## src/rtl/core/lcrr_pkg.sv

```systemverilog
// ----------------------------------------------------------------------------
// lcrr_pkg
// Shared types and constants of the least-connections / round-robin balancer.
// ----------------------------------------------------------------------------
package lcrr_pkg;

    // item field widths
    localparam int FUNC_W   = 1;
    localparam int SLOT_W   = 3;
    localparam int DELTA_W  = 16;
    localparam int SCOUNT_W = 16;

    // configuration registers
    localparam int MASK_W    = 8;
    localparam int ROT_W     = 32;
    localparam int APB_AW    = 3;
    localparam int APB_DW    = 32;
    localparam int REG_IDX_W = 1;

    localparam logic [REG_IDX_W-1:0] REG_POLICY_MODE   = 1'b0;
    localparam logic [REG_IDX_W-1:0] REG_ENABLED_SLOTS = 1'b1;

    localparam logic [FUNC_W-1:0] FUNC_SELECT = 1'b0;
    localparam logic [FUNC_W-1:0] FUNC_UPDATE = 1'b1;

    localparam logic POLICY_ROUND_ROBIN = 1'b0;
    localparam logic POLICY_LEAST_CONN  = 1'b1;

    typedef enum logic [1:0] {
        S_IDLE,
        S_SCAN,
        S_FINISH
    } t_state;

    // controller to datapath
    typedef struct packed {
        logic load;
        logic step;
        logic finish;
    } t_dp_cmd;

    // datapath to controller
    typedef struct packed {
        logic scan_last;
        logic out_free;
    } t_dp_stat;

    typedef struct packed {
        logic                 we;
        logic [REG_IDX_W-1:0] idx;
        logic [APB_DW-1:0]    data;
    } t_cfg_wr;

    typedef struct packed {
        logic              policy_mode;
        logic [MASK_W-1:0] enabled_slots;
    } t_cfg_regs;

endpackage

```

## src/rtl/core/lcrr_req_if.sv

```systemverilog
// ----------------------------------------------------------------------------
// lcrr_req_if
// Request channel: select or count update item.
// ----------------------------------------------------------------------------
interface lcrr_req_if;
    logic                                valid;
    logic                                ready;
    logic [lcrr_pkg::FUNC_W-1:0]         func;
    logic [lcrr_pkg::SLOT_W-1:0]         slot_index;
    logic signed [lcrr_pkg::DELTA_W-1:0] count_delta;

    modport source (output valid, output func, output slot_index, output count_delta,
                    input ready);
    modport sink   (input valid, input func, input slot_index, input count_delta,
                    output ready);
endinterface

```

## src/rtl/core/lcrr_rsp_if.sv

```systemverilog
// ----------------------------------------------------------------------------
// lcrr_rsp_if
// Response channel: chosen slot, error flag and slot count.
// ----------------------------------------------------------------------------
interface lcrr_rsp_if;
    logic                           valid;
    logic                           ready;
    logic [lcrr_pkg::SLOT_W-1:0]    chosen_slot;
    logic                           error_flag;
    logic [lcrr_pkg::SCOUNT_W-1:0]  slot_count;

    modport source (output valid, output chosen_slot, output error_flag, output slot_count,
                    input ready);
    modport sink   (input valid, input chosen_slot, input error_flag, input slot_count,
                    output ready);
endinterface

```

## src/rtl/core/lcrr_ctrl.sv

```systemverilog
// ----------------------------------------------------------------------------
// lcrr_ctrl
// Sequencer: accepts an item, runs the slot scan for a select, then hands off the result.
// ----------------------------------------------------------------------------
module lcrr_ctrl (
    input  logic                        i_clk,
    input  logic                        i_rst_n,
    input  logic                        i_in_valid,
    input  logic [lcrr_pkg::FUNC_W-1:0] i_in_func,
    output logic                        o_in_ready,
    input  lcrr_pkg::t_dp_stat          i_stat,
    output lcrr_pkg::t_dp_cmd           o_cmd
);

    lcrr_pkg::t_state r_state;
    lcrr_pkg::t_state n_state;

    always_ff @(posedge i_clk) begin
        if (!i_rst_n) begin
            r_state <= lcrr_pkg::S_IDLE;
        end else begin
            r_state <= n_state;
        end
    end

    always_comb begin
        n_state = r_state;
        unique case (r_state)
            lcrr_pkg::S_IDLE: begin
                if (i_in_valid) begin
                    // updates need no scan
                    n_state = (i_in_func == lcrr_pkg::FUNC_UPDATE) ? lcrr_pkg::S_FINISH
                                                                   : lcrr_pkg::S_SCAN;
                end
            end
            lcrr_pkg::S_SCAN: begin
                if (i_stat.scan_last) begin
                    n_state = lcrr_pkg::S_FINISH;
                end
            end
            lcrr_pkg::S_FINISH: begin
                if (i_stat.out_free) begin
                    n_state = lcrr_pkg::S_IDLE;
                end
            end
            default: begin
                n_state = lcrr_pkg::S_IDLE;
            end
        endcase
    end

    always_comb begin
        o_in_ready   = 1'b0;
        o_cmd        = '0;
        unique case (r_state)
            lcrr_pkg::S_IDLE: begin
                o_in_ready = 1'b1;
                o_cmd.load = i_in_valid;
            end
            lcrr_pkg::S_SCAN: begin
                o_cmd.step = 1'b1;
            end
            lcrr_pkg::S_FINISH: begin
                o_cmd.finish = i_stat.out_free;
            end
            default: begin
                o_in_ready = 1'b0;
            end
        endcase
    end

endmodule

```

## src/rtl/core/lcrr_datapath.sv

```systemverilog
// ----------------------------------------------------------------------------
// lcrr_datapath
// Slot counts, rotation state, one-slot-per-cycle scan and result register.
// ----------------------------------------------------------------------------
module lcrr_datapath #(
    parameter int SLOTS       = 8,
    parameter int COUNT_WIDTH = 16
) (
    input  logic                                i_clk,
    input  logic                                i_rst_n,
    input  lcrr_pkg::t_dp_cmd                   i_cmd,
    output lcrr_pkg::t_dp_stat                  o_stat,
    input  lcrr_pkg::t_cfg_wr                   i_cfg_wr,
    output lcrr_pkg::t_cfg_regs                 o_cfg_regs,
    input  logic [lcrr_pkg::FUNC_W-1:0]         i_func,
    input  logic [lcrr_pkg::SLOT_W-1:0]         i_slot_index,
    input  logic signed [lcrr_pkg::DELTA_W-1:0] i_count_delta,
    input  logic                                i_out_ready,
    output logic                                o_out_valid,
    output logic [lcrr_pkg::SLOT_W-1:0]         o_chosen_slot,
    output logic                                o_error_flag,
    output logic [lcrr_pkg::SCOUNT_W-1:0]       o_slot_count
);

    // only the first eight slots can ever be enabled
    localparam int LANES = (SLOTS < lcrr_pkg::MASK_W) ? SLOTS : lcrr_pkg::MASK_W;
    localparam int IDX_W = (LANES > 1) ? $clog2(LANES) : 1;
    localparam int NUM_W = $clog2(LANES + 1);
    localparam int EXT_W = (COUNT_WIDTH > lcrr_pkg::SCOUNT_W) ? COUNT_WIDTH
                                                               : lcrr_pkg::SCOUNT_W;
    localparam int SUM_W = EXT_W + 2;
    localparam logic [IDX_W-1:0] LAST_IDX = IDX_W'(LANES - 1);

    logic                                r_policy;
    logic [lcrr_pkg::MASK_W-1:0]         r_mask;
    logic [COUNT_WIDTH-1:0]              r_cnt [LANES];
    logic [IDX_W-1:0]                    r_res [LANES];
    logic [lcrr_pkg::ROT_W-1:0]          r_rot;
    logic                                r_out_valid;

    logic [lcrr_pkg::FUNC_W-1:0]         r_func;
    logic [lcrr_pkg::SLOT_W-1:0]         r_slot;
    logic signed [lcrr_pkg::DELTA_W-1:0] r_delta;
    logic [IDX_W-1:0]                    r_idx;
    logic [IDX_W-1:0]                    r_seen;
    logic [IDX_W-1:0]                    r_pick;
    logic                                r_have;
    logic [COUNT_WIDTH-1:0]              r_best;
    logic [lcrr_pkg::SLOT_W-1:0]         r_out_slot;
    logic                                r_out_err;
    logic [lcrr_pkg::SCOUNT_W-1:0]       r_out_count;

    logic [LANES-1:0]                    w_en;
    logic [NUM_W-1:0]                    w_num;
    logic [IDX_W-1:0]                    w_k;
    logic                                w_is_upd;
    logic                                w_upd_en;
    logic [IDX_W-1:0]                    w_rd_addr;
    logic [COUNT_WIDTH-1:0]              w_rd;
    logic signed [SUM_W-1:0]             w_sum;
    logic [COUNT_WIDTH-1:0]              w_new;
    logic [EXT_W-1:0]                    w_new_ext;
    logic [EXT_W-1:0]                    w_rd_ext;
    logic                                w_scan_en;
    logic                                w_rr_hit;
    logic                                w_lc_hit;
    logic                                w_none;
    logic                                w_advance;
    logic                                w_out_free;
    logic                                w_cfg_mask;

    assign w_en = r_mask[LANES-1:0];

    always_comb begin
        w_num = '0;
        for (int i = 0; i < LANES; i++) begin
            w_num = w_num + NUM_W'(w_en[i]);
        end
    end

    // rotation counter modulo the enabled count, kept as one residue per count
    assign w_k  = (w_num == '0) ? '0 : r_res[IDX_W'(w_num - NUM_W'(1))];
    assign w_none = (w_num == '0);

    assign w_is_upd  = (r_func == lcrr_pkg::FUNC_UPDATE);
    assign w_upd_en  = (int'(r_slot) < LANES) && r_mask[r_slot];
    assign w_rd_addr = w_is_upd ? r_slot[IDX_W-1:0] : (i_cmd.finish ? r_pick : r_idx);
    assign w_rd      = r_cnt[w_rd_addr];
    assign w_rd_ext  = EXT_W'(w_rd);

    // clamp at zero and saturate at all ones
    assign w_sum = $signed({{(SUM_W-COUNT_WIDTH){1'b0}}, w_rd})
                 + $signed({{(SUM_W-lcrr_pkg::DELTA_W){r_delta[lcrr_pkg::DELTA_W-1]}},
                            r_delta});

    always_comb begin
        if (w_sum[SUM_W-1]) begin
            w_new = '0;
        end else if (|w_sum[SUM_W-2:COUNT_WIDTH]) begin
            w_new = '1;
        end else begin
            w_new = w_sum[COUNT_WIDTH-1:0];
        end
    end

    assign w_new_ext = EXT_W'(w_new);

    assign w_scan_en = w_en[r_idx];
    assign w_rr_hit  = w_scan_en && !r_have && (r_seen == w_k);
    assign w_lc_hit  = w_scan_en && (!r_have || (w_rd < r_best));

    assign w_advance  = i_cmd.finish && !w_is_upd && !w_none
                        && (r_policy == lcrr_pkg::POLICY_ROUND_ROBIN);
    assign w_out_free = !r_out_valid || i_out_ready;
    assign w_cfg_mask = i_cfg_wr.we && (i_cfg_wr.idx == lcrr_pkg::REG_ENABLED_SLOTS);

    always_ff @(posedge i_clk) begin
        if (!i_rst_n) begin
            r_policy    <= lcrr_pkg::POLICY_ROUND_ROBIN;
            r_mask      <= '0;
            r_rot       <= '0;
            r_out_valid <= 1'b0;
            for (int i = 0; i < LANES; i++) begin
                r_cnt[i] <= '0;
                r_res[i] <= '0;
            end
        end else begin
            if (i_cmd.finish) begin
                r_out_valid <= 1'b1;
            end else if (i_out_ready) begin
                r_out_valid <= 1'b0;
            end

            if (i_cmd.finish && w_is_upd && w_upd_en) begin
                r_cnt[r_slot[IDX_W-1:0]] <= w_new;
            end

            if (w_advance) begin
                r_rot <= r_rot + 1'b1;
                for (int j = 0; j < LANES; j++) begin
                    // counter wrap restarts every residue
                    if ((r_rot == '1) || (r_res[j] == IDX_W'(j))) begin
                        r_res[j] <= '0;
                    end else begin
                        r_res[j] <= r_res[j] + 1'b1;
                    end
                end
            end

            if (i_cfg_wr.we && (i_cfg_wr.idx == lcrr_pkg::REG_POLICY_MODE)) begin
                r_policy <= i_cfg_wr.data[0];
            end
            if (w_cfg_mask) begin
                r_mask <= i_cfg_wr.data[lcrr_pkg::MASK_W-1:0];
                // disabled slots restart from zero
                for (int i = 0; i < LANES; i++) begin
                    if (!i_cfg_wr.data[i]) begin
                        r_cnt[i] <= '0;
                    end
                end
            end
        end
    end

    always_ff @(posedge i_clk) begin
        if (i_cmd.load) begin
            r_func  <= i_func;
            r_slot  <= i_slot_index;
            r_delta <= i_count_delta;
            r_idx   <= '0;
            r_seen  <= '0;
            r_pick  <= '0;
            r_have  <= 1'b0;
            r_best  <= '0;
        end else if (i_cmd.step) begin
            if (r_idx != LAST_IDX) begin
                r_idx <= r_idx + 1'b1;
            end
            if (r_policy == lcrr_pkg::POLICY_ROUND_ROBIN) begin
                if (w_rr_hit) begin
                    r_pick <= r_idx;
                    r_have <= 1'b1;
                end
                if (w_scan_en) begin
                    r_seen <= r_seen + 1'b1;
                end
            end else begin
                if (w_lc_hit) begin
                    r_pick <= r_idx;
                    r_have <= 1'b1;
                    r_best <= w_rd;
                end
            end
        end

        if (i_cmd.finish) begin
            if (w_is_upd) begin
                r_out_slot  <= r_slot;
                r_out_err   <= !w_upd_en;
                r_out_count <= w_upd_en ? w_new_ext[lcrr_pkg::SCOUNT_W-1:0] : '0;
            end else if (w_none) begin
                r_out_slot  <= '0;
                r_out_err   <= 1'b1;
                r_out_count <= '0;
            end else begin
                r_out_slot  <= lcrr_pkg::SLOT_W'(r_pick);
                r_out_err   <= 1'b0;
                r_out_count <= w_rd_ext[lcrr_pkg::SCOUNT_W-1:0];
            end
        end
    end

    assign o_stat.scan_last = (r_idx == LAST_IDX);
    assign o_stat.out_free  = w_out_free;

    assign o_cfg_regs.policy_mode   = r_policy;
    assign o_cfg_regs.enabled_slots = r_mask;

    assign o_out_valid   = r_out_valid;
    assign o_chosen_slot = r_out_slot;
    assign o_error_flag  = r_out_err;
    assign o_slot_count  = r_out_count;

endmodule

```

## src/rtl/core/least_conn_round_robin_balancer_core.sv

```systemverilog
// ----------------------------------------------------------------------------
// least_conn_round_robin_balancer_core
// Server slot balancer: round-robin or least-connections select, count update.
// ----------------------------------------------------------------------------
//  channel   direction  handshake          payload
//  i_req     in         valid/ready        func, slot_index, count_delta
//  o_rsp     out        valid/ready        chosen_slot, error_flag, slot_count
//  apb       in/out     psel/penable       policy_mode @0x0, enabled_slots @0x4
//
//  a select item runs a scan of min(SLOTS,8) slots before its result: the scan
//  reads one slot count per cycle through a single read port
//  an update item needs no scan: one read-add-clamp-write of its slot
//  the next item can be taken in the cycle the result appears, even while it waits
//  a stalled result holds the sequencer in its last step
//  synchronous active-low reset; counts, rotation and registers clear to zero
// ----------------------------------------------------------------------------
module least_conn_round_robin_balancer_core #(
    parameter int SLOTS       = 8,
    parameter int COUNT_WIDTH = 16
) (
    input  logic                          i_clk,
    input  logic                          i_rst_n,
    lcrr_req_if.sink                      i_req,
    lcrr_rsp_if.source                    o_rsp,
    input  logic                          psel,
    input  logic                          penable,
    input  logic                          pwrite,
    input  logic [lcrr_pkg::APB_AW-1:0]   paddr,
    input  logic [lcrr_pkg::APB_DW-1:0]   pwdata,
    output logic [lcrr_pkg::APB_DW-1:0]   prdata,
    output logic                          pready
);

    lcrr_pkg::t_dp_cmd   w_cmd;
    lcrr_pkg::t_dp_stat  w_stat;
    lcrr_pkg::t_cfg_wr   w_cfg_wr;
    lcrr_pkg::t_cfg_regs w_cfg_regs;
    logic                w_in_ready;
    logic [lcrr_pkg::REG_IDX_W-1:0] w_reg_idx;

    assign pready    = 1'b1;
    assign w_reg_idx = paddr[lcrr_pkg::APB_AW-1 -: lcrr_pkg::REG_IDX_W];

    assign w_cfg_wr.we   = psel && penable && pwrite;
    assign w_cfg_wr.idx  = w_reg_idx;
    assign w_cfg_wr.data = pwdata;

    always_comb begin
        unique case (w_reg_idx)
            lcrr_pkg::REG_POLICY_MODE: begin
                prdata = lcrr_pkg::APB_DW'(w_cfg_regs.policy_mode);
            end
            lcrr_pkg::REG_ENABLED_SLOTS: begin
                prdata = lcrr_pkg::APB_DW'(w_cfg_regs.enabled_slots);
            end
            default: begin
                prdata = '0;
            end
        endcase
    end

    assign i_req.ready = w_in_ready;

    lcrr_ctrl u_ctrl (
        .i_clk      (i_clk),
        .i_rst_n    (i_rst_n),
        .i_in_valid (i_req.valid),
        .i_in_func  (i_req.func),
        .o_in_ready (w_in_ready),
        .i_stat     (w_stat),
        .o_cmd      (w_cmd)
    );

    lcrr_datapath #(
        .SLOTS       (SLOTS),
        .COUNT_WIDTH (COUNT_WIDTH)
    ) u_datapath (
        .i_clk         (i_clk),
        .i_rst_n       (i_rst_n),
        .i_cmd         (w_cmd),
        .o_stat        (w_stat),
        .i_cfg_wr      (w_cfg_wr),
        .o_cfg_regs    (w_cfg_regs),
        .i_func        (i_req.func),
        .i_slot_index  (i_req.slot_index),
        .i_count_delta (i_req.count_delta),
        .i_out_ready   (o_rsp.ready),
        .o_out_valid   (o_rsp.valid),
        .o_chosen_slot (o_rsp.chosen_slot),
        .o_error_flag  (o_rsp.error_flag),
        .o_slot_count  (o_rsp.slot_count)
    );

endmodule
```

## src/flat_wrapper.sv

```systemverilog
// flat-port wrapper written by rule: the top's interface ports become plain ports
module least_conn_round_robin_balancer_core_flat 
#(
    parameter int SLOTS       = 8,
    parameter int COUNT_WIDTH = 16
)
  (i_clk, i_rst_n, psel, penable, pwrite, paddr, pwdata, prdata, pready, i_req_valid, i_req_func, i_req_slot_index, i_req_count_delta, i_req_ready, o_rsp_valid, o_rsp_chosen_slot, o_rsp_error_flag, o_rsp_slot_count, o_rsp_ready);
  lcrr_req_if i_req_i ();
  lcrr_rsp_if o_rsp_i ();
  input  logic i_clk;
  input  logic i_rst_n;
  input  logic psel;
  input  logic penable;
  input  logic pwrite;
  input  logic [lcrr_pkg::APB_AW-1:0] paddr;
  input  logic [lcrr_pkg::APB_DW-1:0] pwdata;
  output logic [lcrr_pkg::APB_DW-1:0] prdata;
  output logic pready;
  input wire logic [$bits(i_req_i.valid)-1:0] i_req_valid;
  input wire logic [$bits(i_req_i.func)-1:0] i_req_func;
  input wire logic [$bits(i_req_i.slot_index)-1:0] i_req_slot_index;
  input wire logic [$bits(i_req_i.count_delta)-1:0] i_req_count_delta;
  output wire logic [$bits(i_req_i.ready)-1:0] i_req_ready;
  output wire logic [$bits(o_rsp_i.valid)-1:0] o_rsp_valid;
  output wire logic [$bits(o_rsp_i.chosen_slot)-1:0] o_rsp_chosen_slot;
  output wire logic [$bits(o_rsp_i.error_flag)-1:0] o_rsp_error_flag;
  output wire logic [$bits(o_rsp_i.slot_count)-1:0] o_rsp_slot_count;
  input wire logic [$bits(o_rsp_i.ready)-1:0] o_rsp_ready;
  assign i_req_i.valid = i_req_valid;
  assign i_req_i.func = i_req_func;
  assign i_req_i.slot_index = i_req_slot_index;
  assign i_req_i.count_delta = i_req_count_delta;
  assign i_req_ready = i_req_i.ready;
  assign o_rsp_valid = o_rsp_i.valid;
  assign o_rsp_chosen_slot = o_rsp_i.chosen_slot;
  assign o_rsp_error_flag = o_rsp_i.error_flag;
  assign o_rsp_slot_count = o_rsp_i.slot_count;
  assign o_rsp_i.ready = o_rsp_ready;
  least_conn_round_robin_balancer_core #(.SLOTS(SLOTS), .COUNT_WIDTH(COUNT_WIDTH)) u_core (.i_clk(i_clk), .i_rst_n(i_rst_n), .i_req(i_req_i), .o_rsp(o_rsp_i), .psel(psel), .penable(penable), .pwrite(pwrite), .paddr(paddr), .pwdata(pwdata), .prdata(prdata), .pready(pready));
endmodule
```

## config.mk

```make
export PLATFORM = sky130hd
export DESIGN_NAME = least_conn_round_robin_balancer_core_flat
export DESIGN_NICKNAME = d
export VERILOG_FILES = /design/src/rtl/core/lcrr_pkg.sv /design/src/rtl/core/lcrr_req_if.sv /design/src/rtl/core/lcrr_rsp_if.sv /design/src/rtl/core/lcrr_ctrl.sv /design/src/rtl/core/lcrr_datapath.sv /design/src/rtl/core/least_conn_round_robin_balancer_core.sv /design/src/flat_wrapper.sv
export SDC_FILE = /design/constraint.sdc
export NUM_CORES = 1
export LEC_CHECK = 0
export BUFFER_PORTS_ARGS = -buffer_cell sky130_fd_sc_hd__buf_2
export CORE_ASPECT_RATIO = 1.25
export CORE_UTILIZATION = 45
export DETAILED_ROUTE_END_ITERATION = 6
export GPL_ROUTABILITY_DRIVEN = 0
export PLACE_DENSITY_LB_ADDON = 0.15
export SYNTH_ARGS = -nofsm -noshare
export SYNTH_HDL_FRONTEND = slang
export SYNTH_SLANG_ARGS = --single-unit
```

## constraint.sdc

```tcl
create_clock -name i_clk -period 6.55 [get_ports i_clk]
set_clock_uncertainty 0.15 [all_clocks]
set_input_delay 0.9825 -clock i_clk [delete_from_list [all_inputs] [get_ports i_clk]]
set_output_delay 0.9825 -clock i_clk [all_outputs]
set_load 0.005 [all_outputs]
```

==> metrics.csv <==
stage,metric,value,unit
floorplan,fp.dieArea,30900,um^2
sta,hold_violations,0,
synthesis,synth-seq-area-share,52.7,%
sta,worst_pin_slew,972,ps
clock_tree,cts.sinks,262,
final_layout,fin_area,15400,um^2
synthesis,synthFlopType,edfxtp_1,
synthesis,synth-xor-area-share,3.07,%
synthesis,syn-instance-count,1209,
final_layout,finalNetCount,1413,
floorplan,dieHeight,196,um
final_layout,area_growth,13.5,%
detailed_routing,drc,0,
global_route,grt_max_degree,56,
pwr,p_sw_share,28.0,%
critical_path,worstPathRequired,6670,ps
sta,finalSetupViolCount,0,
critical_path,r2r_end,u_core.u_datapath.r_cnt[0][12],
synthesis,synthTopCellsByArea,"edfxtp_1 (42%), dfxtp_1 (10%), mux4_2 (6.8%)",
sta,rsz0062_at_grt,false,
final_layout,nFillCells,2654,
sta,finalMaxSlewViolations,0,
synthesis,yosysTopAreaCellShare,42.4,%
critical_path,r2r-start,u_core.u_datapath.r_slot[0],
final_layout,drive_gt1_share,16.9,%
hold_path,min_path_type,flip-flop to flip-flop,
placed_design,post-place-ws,519,ps
synthesis,ys_async_sr_fraction,0,%
detailed_routing,wirelength,31.6,mm
sta,fin_crit,5510,ps
synthesis,synth_top_family_by_area,simple AND/OR/NAND/NOR gates,
pwr,pwr-share-comb,18.4,%
clock_tree,cts_tree,built,
pwr,switching_power,1210,uW
job,cap_viol_max_count,0,
detailed_routing,vias,9142,
critical_path,crit_top_cell,o21ai_0,
critical_path,crit_chain,"nand2b_1, o31a_2, mux4_2, mux2i_1, inv_1, ha_1, nor2b_1, o21a_1, o21ai_0, a211oi_1, o21ai_0, o211ai_1, o31ai_1, nor2_1",
critical_path,r2r_slack,1040,ps
clock_tree,clock_path_buffers,3,
clock_tree,cts_buffers,29,
critical_path,path_buf_inv,1,
synthesis,synthMuxAreaShare,8.76,%
synthesis,netlist_area,13600,um^2
floorplan,initial_utilization,46.0,%
global_route,antenna_found_initial,0,
sta,max_freq,0.181,GHz
clock_tree,holdBufCountCts,0,
clock_tree,ctsRootBufferMaster,clkbuf_16,
synthesis,synth.distinct_cells,68,
critical_path,cpPeakStageDelay,870,ps
clock_tree,cts_max_level,1,
synthesis,synth_seq_cells,262,
hold_path,whs_endpoint,u_core.u_datapath.r_best[0],
placed_design,io_buffers,65,
clock_tree,insertion_delay,560,ps
floorplan,io_pins,117,
global_route,grt-ovfl-total,0,
pwr,p_int,3120,uW
sta,setup_slack,1040,ps
final_layout,utilization,52.3,%
pwr,pwr-share-seq,43.1,%
synthesis,synth_top_cell_by_area,edfxtp_1,
detailed_routing,drtPass1Iterations,4,
detailed_routing,viasPerCell,5.35,
sta,post-route-period-util,84.2,%
clock_tree,post-cts-setup-buffer-count,0,
global_route,first_global_vias,9126,
synthesis,synth-warning-count,0,
synthesis,yosys.area_share.simple,15.0,%
run_status,outcome,"finished, final reports clean",
synthesis,synth_edf_count,192,
pwr,p_leak,0.00586,uW
detailed_routing,drtIter0Drc,601,
sta,setup_tns,0,ps
critical_path,crit_path_end_kind,flip-flop,
floorplan,core_area,29500,um^2
clock_tree,ctsResizeCount,0,
pwr,power_density,281,nW/um^2
detailed_routing,ant_nets,0,
clock_tree,clk_pin_slew,60,ps
final_layout,antenna_cells,0,
critical_path,reg2reg_depth,14,
pwr,peakVddDrop,205,uV
placed_design,place_area,14400,um^2
detailed_routing,wire_per_inst,18.5,um
critical_path,crit_slowest_cell,o31ai_1,
critical_path,path_class,flip-flop to flip-flop,
floorplan,rows,70,
global_route,grt_usage,20.9,%
pwr,p_clk_share,38.5,%
critical_path,cp-start-kind,flip-flop,
critical_path,path_delay_family,compound AO/OA/AOI/OAI gates,
sta,max-slew-margin-rel,34.6,%
synthesis,synth_common_cells,"nor2_1 (204), edfxtp_1 (192), inv_1 (71)",
synthesis,synth_compound_area_share,9.51,%
synthesis,avgSynthCellArea,11.2,um^2
global_route,grt_pass1_wl,49.6,mm
hold_path,holdPathStages,2,
critical_path,path_max_fanout,13,
synthesis,yosys.cell_count.top_type,nor2_1,
critical_path,crit_arrival,5630,ps
placed_design,dp_hpwl,21.4,mm
hold_path,worstHoldStart,u_core.u_datapath.r_best[0],
synthesis,synth_fa_ha_area_share,5.89,%
floorplan,die_w,157,um
power groups by stage:
stage | logic, uW | clock network, uW | registers (uW)
floorplan | 569 | 0 | 1890
global placement | 801 | 0 | 1900
detailed placement | 805 | 0 | 1910
CTS | 809 | 1700 | 1870
global route | 886 | 1760 | 1880
finish | 799 | 1670 | 1870
through the flow:
step	instances	total power, uW	hold WS (ps)
detailed placement	1655	2710	310
global placement	1655	2710	298
floorplan	1232	2460	287
global route	1709	4520	338
finish	1709	4340	315
CTS	1709	4380	318
layer usage:
metal | vias up | wire [um] | GRT usage [%]
met2 | 161 | 16300 | 37.4
met4 | 0 | 624 | 5.18
met3 | 42 | 1090 | 2.16
li1 | 4484 | - | -
met5 | - | 0 | 0
met1 | 4455 | 13600 | 26.8
registers in the layout, indices dropped and copies added, names as in the netlist:
name,count
u_core.u_datapath.r_slot,3
u_core.u_datapath.r_mask,8
u_core.u_datapath.o_slot_count,16
u_core.u_datapath.r_have,1
u_core.u_datapath.r_rot,32
u_core.u_datapath.r_delta,16
u_core.u_datapath.r_idx,3
u_core.u_ctrl.r_state,2
u_core.u_datapath.r_res,24
u_core.u_datapath.o_out_valid,1
u_core.u_datapath.o_chosen_slot,3
u_core.u_datapath.r_policy,1
u_core.u_datapath.o_error_flag,1
u_core.u_datapath.r_func,1
u_core.u_datapath.r_best,16
u_core.u_datapath.r_seen,3
u_core.u_datapath.r_cnt,128
u_core.u_datapath.r_pick,3
worst max-delay path by stage:
stage | depth (start not counted) | slack (ps) | to | start
2_1_floorplan | 13 | 1040 | u_core.u_datapath.r_res[0][0] | u_core.u_datapath.r_mask[0]
3_3_place_gp | 15 | 510 | u_core.u_datapath.r_cnt[0][12] | o_rsp_ready
3_5_place_dp | 16 | 520 | u_core.u_datapath.r_cnt[3][12] | o_rsp_ready
4_1_cts | 15 | 1010 | u_core.u_datapath.r_cnt[6][8] | u_core.u_datapath.r_slot[0]
5_1_grt | 14 | 600 | u_core.u_datapath.r_cnt[0][12] | u_core.u_datapath.r_slot[0]
6_report | 14 | 1040 | u_core.u_datapath.r_cnt[0][12] | u_core.u_datapath.r_slot[0]
cells by family (layout without fill, tap and decap cells):
logic type / Yosys count / count (layout)
xor+xnor: 46 / 46
buf+inv: 147 / 228
simple gates: 438 / 438
flops: 262 / 262
fa+ha+maj: 61 / 61
compound gates: 186 / 186
mux: 67 / 67
other cells: 2 / 25
worst reg2reg max path, cell delays in order, from the launching register on:
cell and delay (ps):
edfxtp_1 700, nand2b_1 350, o31a_2 440, mux4_2 560, mux2i_1 350, inv_1 170
ha_1 340, nor2b_1 140, o21a_1 180, o21ai_0 340, a211oi_1 180, o21ai_0 190
o211ai_1 190, o31ai_1 870, nor2_1 80
cell usage in the layout (no fill, tap or decap), types with 30 or more instances in the layout:
cell / n
nor2_1: 203
buf_2: 65
a21oi_1: 35
dfxtp_1: 70
and2_1: 31
nand2_1: 68
inv_1: 71
xnor2_1: 32
buf_4: 34
clkbuf_16: 30
ha_1: 56
edfxtp_1: 192
mux4_2: 41
layout make-up:
type / instances / area [um^2] / share of cell area [%]
repair buffers: 103 / 661 / 4.28
multi-input cells: 823 / 5850 / 37.9
well taps: 396 / 495 / 3.21
flip-flops and latches: 262 / 7170 / 46.5
clock inverters: 19 / 194 / 1.26
clock buffers: 35 / 790 / 5.12
inverters: 71 / 267 / 1.73
Note: power is estimated with default switching activity, not from simulation.
